$ cat config.mk
export PLATFORM = sky130hd
export DESIGN_NAME = lfu_front
export DESIGN_NICKNAME = d
export VERILOG_FILES = /design/src/design/lfu_pkg.sv /design/src/design/lfu_front.sv
export SDC_FILE = /design/constraint.sdc
export NUM_CORES = 1
export LEC_CHECK = 0
export CAP_MARGIN = 10
export CORE_MARGIN = 3
export CORE_UTILIZATION = 34
export DETAILED_ROUTE_END_ITERATION = 10
export DONT_BUFFER_PORTS = 1
export SETUP_SLACK_MARGIN = 0.1
export SLEW_MARGIN = 20
export SYNTH_ARGS = -nofsm -noshare
export SYNTH_HDL_FRONTEND = slang
export SYNTH_SLANG_ARGS = --single-unit
export TNS_END_PERCENT = 1
$ cat constraint.sdc
create_clock -name clk_i -period 5.15 [get_ports clk_i]
set_clock_uncertainty 0.15 [all_clocks]
set_input_delay 0.7725 -clock clk_i [delete_from_list [all_inputs] [get_ports clk_i]]
set_output_delay 0.7725 -clock clk_i [all_outputs]
set_load 0.1 [all_outputs]
$ cat src/design/lfu_pkg.sv
// Shared types and constants for the block use-count tracker.
// No dependencies; used by every module of the tracker.
package lfu_pkg;

  localparam int unsigned TableEntries = 256;
  localparam int unsigned CountLimit   = 255;
  localparam int unsigned IdxW         = $clog2(TableEntries);
  localparam int unsigned FillW        = $clog2(TableEntries + 1);
  localparam int unsigned CntW         = 8;
  localparam int unsigned BktW         = $clog2(CountLimit + 1);
  localparam int unsigned AddrW        = 64;
  localparam int unsigned TotW         = 32;
  localparam int unsigned OutW         = 120;

  typedef enum logic {
    OP_ACTIVATE = 1'b0,
    OP_ACCESS   = 1'b1
  } op_e;

  typedef enum logic [1:0] {
    MOVE_NONE    = 2'd0,
    MOVE_TO_HEAD = 2'd1,
    MOVE_TO_TAIL = 2'd2
  } move_e;

  typedef struct packed {
    op_e              op;
    logic [AddrW-1:0] addr;
  } item_t;

  typedef struct packed {
    move_e            move;
    logic [CntW-1:0]  use_count;
    logic [CntW-1:0]  lowest_count;
    logic [AddrW-1:0] victim;
    logic             failed;
    logic [TotW-1:0]  activations;
  } result_t;

endpackage

$ cat src/design/lfu_front.sv
// Input side of the tracker: accepts items and holds them in a two-entry queue.
// Depends on lfu_pkg.
module lfu_front (
  input  logic              clk_i,
  input  logic              rst_ni,
  input  logic              s_axis_tvalid,
  output logic              s_axis_tready,
  input  logic [63:0]       s_axis_tdata,
  input  logic              s_axis_tuser,
  output logic              q_valid_o,
  output lfu_pkg::item_t    q_item_o,
  input  logic              q_pop_i
);

  lfu_pkg::item_t slot_q [2];
  logic           wr_ptr_q, rd_ptr_q;
  logic [1:0]     cnt_q;
  logic           push, pop;

  assign s_axis_tready = (cnt_q != 2'd2);
  assign push          = s_axis_tvalid && s_axis_tready;
  assign q_valid_o     = (cnt_q != 2'd0);
  assign pop           = q_pop_i && q_valid_o;
  assign q_item_o      = slot_q[rd_ptr_q];

  always_ff @(posedge clk_i) begin
    if (push) begin
      slot_q[wr_ptr_q] <= '{op: lfu_pkg::op_e'(s_axis_tuser), addr: s_axis_tdata};
    end
  end

  always_ff @(posedge clk_i or negedge rst_ni) begin
    if (!rst_ni) begin
      wr_ptr_q <= 1'b0;
      rd_ptr_q <= 1'b0;
      cnt_q    <= 2'd0;
    end else begin
      if (push) wr_ptr_q <= ~wr_ptr_q;
      if (pop)  rd_ptr_q <= ~rd_ptr_q;
      cnt_q <= cnt_q + {1'b0, push} - {1'b0, pop};
    end
  end

endmodule

==> out/summary.log, run 1 <==
qor: synth.synth-edff-count 130
qor: final_layout.insertedDiodeCount 0
qor: synth.synth-async-reset-ratio 2.99%
qor: worst_setup_path.critical_path.max_stage_delay 0.89 ns
qor: worst_setup_path.critPathTopFamily flip-flops
qor: final_layout.flow.area_growth_from_synthesis 16.7%
qor: cts.numCtsBuffers 17
qor: place.hpwlAfterDp 4.99 mm
qor: place.port_buffers 0
qor: sta.fin_setup_tns 0 ns
qor: cts.number_of_buffers_on_the_longest_clock_path 2
qor: worst_setup_path.sum_of_buffers_and_inverters_on_the_critical_path 1
qor: cts.cts_root_buf sky130_fd_sc_hd__clkbuf_16
qor: worst_setup_path.critical_path_depth 2
qor: place.gpl.final_weighted_congestion 0.674
qor: grt.grt_pass1_wl 12.4 mm
qor: synth.syn_inst 219
qor: synth.post_synth_instance_area 5050 um^2
qor: final_layout.layout.cells.most_common sky130_fd_sc_hd__edfxtp_1
qor: floorplanning.rows 43
qor: sta.timing_hold_violations_final 0
qor: grt.antenna_violations_before_repair 0
qor: outcome.run_status completed
qor: synth.flop_and_latch_count_out_of_synthesis 134
qor: worst_setup_path.largest_fanout_on_the_critical_path 42
qor: cts.tritoncts done
qor: worst_setup_path.cp.arrival 2.21 ns
qor: floorplanning.boundary_pins 136
qor: sta.final.period_utilization 60.9%
qor: cts.clkLatencyLatePin 0.41 ns
qor: grt.grt_max_degree 67
qor: grt.gr-usage-met3 5.46%
qor: worst_setup_path.end_kind output pin
qor: job.cap_viol_max_count 0
qor: cts.cts_sinks 134
qor: floorplanning.core_area 14200 um^2
qor: floorplanning.floorplan.die.width 128 um
qor: cts.ctsHoldBuffers 1
qor: final_layout.design.final.nets 306
qor: final_layout.final_cell_mix sky130_fd_sc_hd__edfxtp_1 (130), sky130_fd_sc_hd__mux2_4 (40), sky130_fd_sc_hd__mux2_2 (25)
qor: drt.wl_per_cell 19.2 um
qor: cts.number_of_h_tree_levels 4
qor: min_path.timing.hold.worst_path_depth 0
qor: final_layout.layout.filler_cells 1276
qor: min_path.timing.hold.worst.class input port to flop
qor: floorplanning.floorplan.initialDensity 35.5%
qor: synth.synth.distinct_cells 16
qor: sta.grt_setup_unrepaired no
qor: grt.grt_met2_usage 16.6%
qor: synth.synth_warnings 0
qor: cts.post_cts_resized 0
qor: final_layout.final_layout_size_suffix_gt1_share 41.1%
qor: worst_setup_path.timing.reg2reg.worst_path_depth 5
qor: drt.vias 2016
qor: sta.tightest_pin_transition 0.975 ns
qor: worst_setup_path.critical_path_source_type flop
qor: sta.timing.max_slew.rel_slack 35.0%
qor: synth.synth.net_count 290
qor: sta.achievable-frequency 319 MHz
qor: grt.busiest_layer met2
qor: drt.wl 8.22 mm
qor: drt.via_per_inst 4.71
qor: synth.predominant_post_synthesis_flop_cell sky130_fd_sc_hd__edfxtp_1
qor: grt.gr-usage-met1 11.4%
qor: worst_setup_path.worstPathRequired 4.23 ns
qor: synth.synth_seq_area_share 79.3%
qor: grt.via_count_of_the_first_global_routing_pass 2227
qor: worst_setup_path.cp_slowest_cell sky130_fd_sc_hd__dfrtp_4
qor: drt.antenna_violating_nets_post_route 0
qor: synth.avg_inst_size_synth 23.1 um^2
qor: drt.drcViolationCount 0
qor: sta.timing.final.setup_violations 0
qor: sta.timing.final.max_slew_violations 0
qor: cts.clkSlewWorstSetupHoldPaths 0.06 ns
qor: sta.post-route-min-period 3.14 ns
qor: worst_setup_path.crit_type flop to output pin
qor: drt.first_iter_violations 105
qor: cts.post_cts.repair.setup_buffers 0
qor: floorplanning.dieHeight 128 um
qor: grt.grt_use_total 10.5%
qor: floorplanning.fp.dieArea 16300 um^2
qor: drt.firstDrtPassIters 4
qor: worst_setup_path.worstPathCellList buf_12 > mux2_2
qor: grt.overflow 0
layout make-up:
| cell class | instances | area [um^2] | share of cell area (%) |
|---|---|---|---|
| clock buffers | 17 | 425 | 7.22 |
| clock inverters | 15 | 186 | 3.16 |
| inverters | 1 | 3.75 | 0.0637 |
| multi-input cells | 77 | 987 | 16.8 |
| flip-flops and latches | 134 | 4010 | 68.0 |
| well taps | 180 | 225 | 3.82 |
| repair buffers | 4 | 57.6 | 0.977 |
worst register-to-register path, stage by stage (launching register included):
cell	delay [ns]
sky130_fd_sc_hd__dfrtp_1	0.40
sky130_fd_sc_hd__nand2b_1	0.08
sky130_fd_sc_hd__buf_4	0.30
sky130_fd_sc_hd__nand2_1	0.21
sky130_fd_sc_hd__nor2_4	0.76
sky130_fd_sc_hd__buf_12	0.34
worst paths after layout:
path,slack (ns),end,from
setup / recovery,2.01,q_item_o[1],rd_ptr_q
hold / removal,0.30,slot_q[0][52],s_axis_tdata[52]
setup reg to reg,2.58,slot_q[0][64],cnt_q[1]
hold reg to reg,0.37,cnt_q[0],cnt_q[0]
max in group asynchronous,4.18,rd_ptr_q,rst_ni
min in group asynchronous,0.48,rd_ptr_q,rst_ni
cells in the mapped netlist (2+ instances only):
cell type / count / area share, %
sky130_fd_sc_hd__edfxtp_1: 130 / 77
sky130_fd_sc_hd__mux2_4: 40 / 12
sky130_fd_sc_hd__mux2_2: 25 / 5.6
sky130_fd_sc_hd__buf_6: 5 / 1.1
sky130_fd_sc_hd__dfrtp_1: 4 / 2.0
sky130_fd_sc_hd__xnor2_1: 3 / 0.52
sky130_fd_sc_hd__buf_2: 2 / 0.20
sky130_fd_sc_hd__ha_1: 2 / 0.50
sequential cells by signal (all words and copies together) (netlist names):
signal    count
rd_ptr_q      1
slot_q      130
wr_ptr_q      1
cnt_q         2
stage by stage:
stage / instances / utilization (%) / setup slack (ns) / area (um^2) / hold WS [ns]
floorplan: 219 / - / 0.354 / 5050 / 0.311
global route: 428 / 41.5 / 1.90 / 5890 / 0.274
finish: 428 / 41.5 / 2.01 / 5890 / 0.301
global placement: 394 / 37.0 / 2.35 / 5250 / 0.327
CTS: 427 / 41.3 / 1.84 / 5870 / 0.276
detailed placement: 394 / 37.0 / 2.31 / 5250 / 0.327
logic make-up (layout without fill, tap and decap cells):
| group | after synthesis | count (layout) | synth area share (%) |
|---|---|---|---|
| DFF | 134 | 134 | 79.3 |
| muxes | 65 | 65 | 17.5 |
| buffers and inverters | 8 | 37 | 1.39 |
| and+or+nand+nor | 6 | 6 | 0.645 |
| xor gates and xnor gates | 4 | 4 | 0.694 |
| adders and majority gates | 2 | 2 | 0.496 |
metal layers:
| metal | part of all wire (%) | wire (um) |
|---|---|---|
| met1 | 38 | 3110 |
| met2 | 50 | 4100 |
| met3 | 10 | 844 |
| met4 | 2.0 | 165 |
| met5 | 0 | 0 |
Power of run 1 is left out: the tool's default activity adds up to more than one toggle a clock period on the data nets, which glitch-free logic cannot reach.
==> run 2: changes to the inputs <==
==> constraint.sdc (replaced) <==
create_clock -name clk_i -period 3 [get_ports clk_i]
set_clock_uncertainty 0.15 [all_clocks]
set_input_delay 0.45 -clock clk_i [delete_from_list [all_inputs] [get_ports clk_i]]
set_output_delay 0.45 -clock clk_i [all_outputs]
set_load 0.1 [all_outputs]
==> out/summary.log, run 2 (synthesis results as in run 1) <==
qor: cts.ctsHoldBuffers 66 [+65]
qor: cts.clkSlewWorstSetupHoldPaths 0.05 ns [about the same]
qor: final_layout.design.final.nets 378 [+24%]
qor: worst_setup_path.worstReg2RegEnd slot_q[1][40]
qor: sta.timing.max_slew.rel_slack 57.3% [+22 points]
qor: place.hpwlAfterDp 5.55 mm [+11%]
qor: worst_setup_path.cp.arrival 2.07 ns [-0.14 ns]
qor: cts.number_of_buffers_on_the_longest_clock_path 2 [unchanged]
qor: final_layout.biggestRegsByFlops slot_q (130), cnt_q (2)
qor: cts.numCtsBuffers 17 [unchanged]
qor: floorplanning.floorplan.initialDensity 35.5% [unchanged]
qor: final_layout.layout.filler_cells 1228 [-3.8%]
qor: cts.post_cts.repair.setup_buffers 0 [unchanged]
qor: grt.antenna_violations_before_repair 0 [unchanged]
qor: cts.tritoncts done
qor: worst_setup_path.cp_slowest_cell sky130_fd_sc_hd__dfrtp_4
qor: min_path.worstHoldEndpoint rd_ptr_q
qor: sta.timing_hold_violations_final 0 [unchanged]
qor: grt.grt_pass1_wl 13.1 mm [+5.2%]
qor: place.gpl.final_weighted_congestion 0.684 [+1.5%]
qor: place.dp.cells 402 [+2.0%]
qor: worst_setup_path.crit_type flop to output pin
qor: drt.vias 2237 [+11%]
qor: job.cap_viol_max_count 0 [unchanged]
qor: cts.post_cts_resized 0 [unchanged]
qor: final_layout.insertedDiodeCount 0 [unchanged]
qor: sta.achievable-frequency 374 MHz
qor: final_layout.largest_register_ffs 130 [unchanged]
qor: worst_setup_path.end_kind output pin
qor: drt.wl_per_cell 17.2 um [-11%]
qor: floorplanning.rows 43 [unchanged]
qor: worst_setup_path.startpoint_of_the_lowest_slack_register_to_register_path cnt_q[1]
qor: floorplanning.floorplan.die.width 128 um [unchanged]
qor: sta.grt_setup_unrepaired no
qor: worst_setup_path.sum_of_buffers_and_inverters_on_the_critical_path 1 [unchanged]
qor: sta.post-route-min-period 2.67 ns
qor: grt.grt_use_total 10.9% [+0.43 points]
qor: worst_setup_path.worstPathCellList buf_4 > mux2_2
qor: min_path.timing.hold.worst_path_depth 2 [+2]
qor: floorplanning.dieHeight 128 um [unchanged]
qor: final_layout.fin_cells 500 [+17%]
qor: sta.final.period_utilization 89.1%
qor: sta.timing.final.setup_violations 0 [unchanged]
qor: final_layout.flow.area_growth_from_synthesis 31.1%
qor: min_path.hold_path.startpoint q_pop_i
qor: grt.via_count_of_the_first_global_routing_pass 2478 [+11%]
qor: grt.grt_max_degree 46 [-31%]
qor: cts.cts_sinks 134 [unchanged]
qor: cts.number_of_h_tree_levels 4 [unchanged]
qor: min_path.timing.hold.worst.class input port to flop
qor: place.port_buffers 0 [unchanged]
qor: floorplanning.core_area 14200 um^2 [unchanged]
qor: sta.tightest_pin_transition 0.641 ns [-0.334 ns]
qor: final_layout.regMostFlops slot_q
qor: drt.wl 8.58 mm [+4.4%]
qor: worst_setup_path.largest_fanout_on_the_critical_path 32 [-24%]
qor: place.placement.setup.worst_slack 0.703 ns [-1.61 ns]
qor: worst_setup_path.reg2reg_slack 1.08 ns [-1.50 ns]
qor: cts.clkLatencyLatePin 0.40 ns [about the same]
qor: drt.first_iter_violations 147 [+40%]
qor: floorplanning.boundary_pins 136 [unchanged]
qor: worst_setup_path.critical_path.max_stage_delay 0.78 ns [-0.11 ns]
qor: floorplanning.fp.dieArea 16300 um^2 [unchanged]
qor: sta.layout_setup_ws 0.326 ns [-1.69 ns]
qor: sta.timing.final.max_slew_violations 0 [unchanged]
qor: outcome.run_status completed
qor: final_layout.final_layout_size_suffix_gt1_share 32.5% [-8.6 points]
qor: worst_setup_path.timing.reg2reg.worst_path_depth 3 [-2]
qor: drt.antenna_violating_nets_post_route 0 [unchanged]
qor: drt.via_per_inst 4.47 [-5.0%]
qor: worst_setup_path.critPathTopFamily flip-flops
qor: drt.drcViolationCount 0 [unchanged]
qor: grt.overflow 0 [unchanged]
qor: final_layout.layout.cells.most_common sky130_fd_sc_hd__edfxtp_1
qor: worst_setup_path.worstPathRequired 2.40 ns [-1.83 ns]
qor: cts.cts_root_buf sky130_fd_sc_hd__clkbuf_16
qor: drt.firstDrtPassIters 4 [unchanged]
qor: worst_setup_path.critical_path_source_type flop
qor: final_layout.final_cell_mix sky130_fd_sc_hd__edfxtp_1 (130), sky130_fd_sc_hd__dlygate4sd3_1 (66), sky130_fd_sc_hd__mux2_4 (40)
run 2: cell types whose count changed in the layout (fill, tap and decap cells not counted):
cell	before	now
sky130_fd_sc_hd__bufinv_16	4	5
sky130_fd_sc_hd__dlygate4sd3_1	1	66
sky130_fd_sc_hd__buf_12	2	3
sky130_fd_sc_hd__clkinv_1	1	2
sky130_fd_sc_hd__clkbuf_1	0	4
sky130_fd_sc_hd__clkinvlp_4	5	1
sky130_fd_sc_hd__clkinv_2	5	3
sky130_fd_sc_hd__buf_4	1	7
run 2: per-layer routing:
layer,up-vias,GRT usage [%],part of all wire (%)
met5,-,0,0
met4,0,5.81,1.7
met3,11,5.29,8.6
met2,91,18.0,52
met1,1089,11.6,38
li1,1046,-,-
run 2: per-stage QoR:
step | TNS [ns] | utilization [%] | hold WS [ns] | area, um^2
final | 0 | 46.6 | 0.146 | 6620
after global routing | 0 | 46.6 | 0.149 | 6620
after CTS | 0 | 46.6 | 0.120 | 6620
after detailed placement | 0 | 37.6 | 0.00466 | 5340
after global placement | 0 | 37.6 | 0.00465 | 5340
after floorplan | -1.53 | - | 0.00441 | 5060
run 2: worst reg2reg max path, stage by stage (launching register included):
cell,delay (ns)
sky130_fd_sc_hd__dfrtp_1,0.40
sky130_fd_sc_hd__nand2b_1,0.12
sky130_fd_sc_hd__and3_4,0.63
sky130_fd_sc_hd__buf_4,0.33
run 2: layout make-up:
type | instances | area (um^2) | share of cell area (%)
Multi-Input combinational cell | 77 | 987 | 14.9
Clock inverter | 11 | 180 | 2.72
Clock buffer | 21 | 440 | 6.66
Inverter | 1 | 3.75 | 0.0567
Tap cell | 180 | 225 | 3.40
Sequential cell | 134 | 4010 | 60.6
Timing Repair Buffer | 76 | 773 | 11.7
run 2: worst max path at each step:
stage | endpoint | slack [ns] | from | depth (start not counted)
floorplan | slot_q[0][0] | -0.02 | cnt_q[0] | 3
detailed placement | q_item_o[0] | 0.70 | rd_ptr_q | 2
CTS | q_item_o[0] | 0.25 | rd_ptr_q | 2
finish | q_item_o[0] | 0.33 | rd_ptr_q | 2
global placement | q_item_o[3] | 0.72 | rd_ptr_q | 2
global route | q_item_o[64] | 0.21 | rd_ptr_q | 2
Power of run 2 is left out for the same reason.
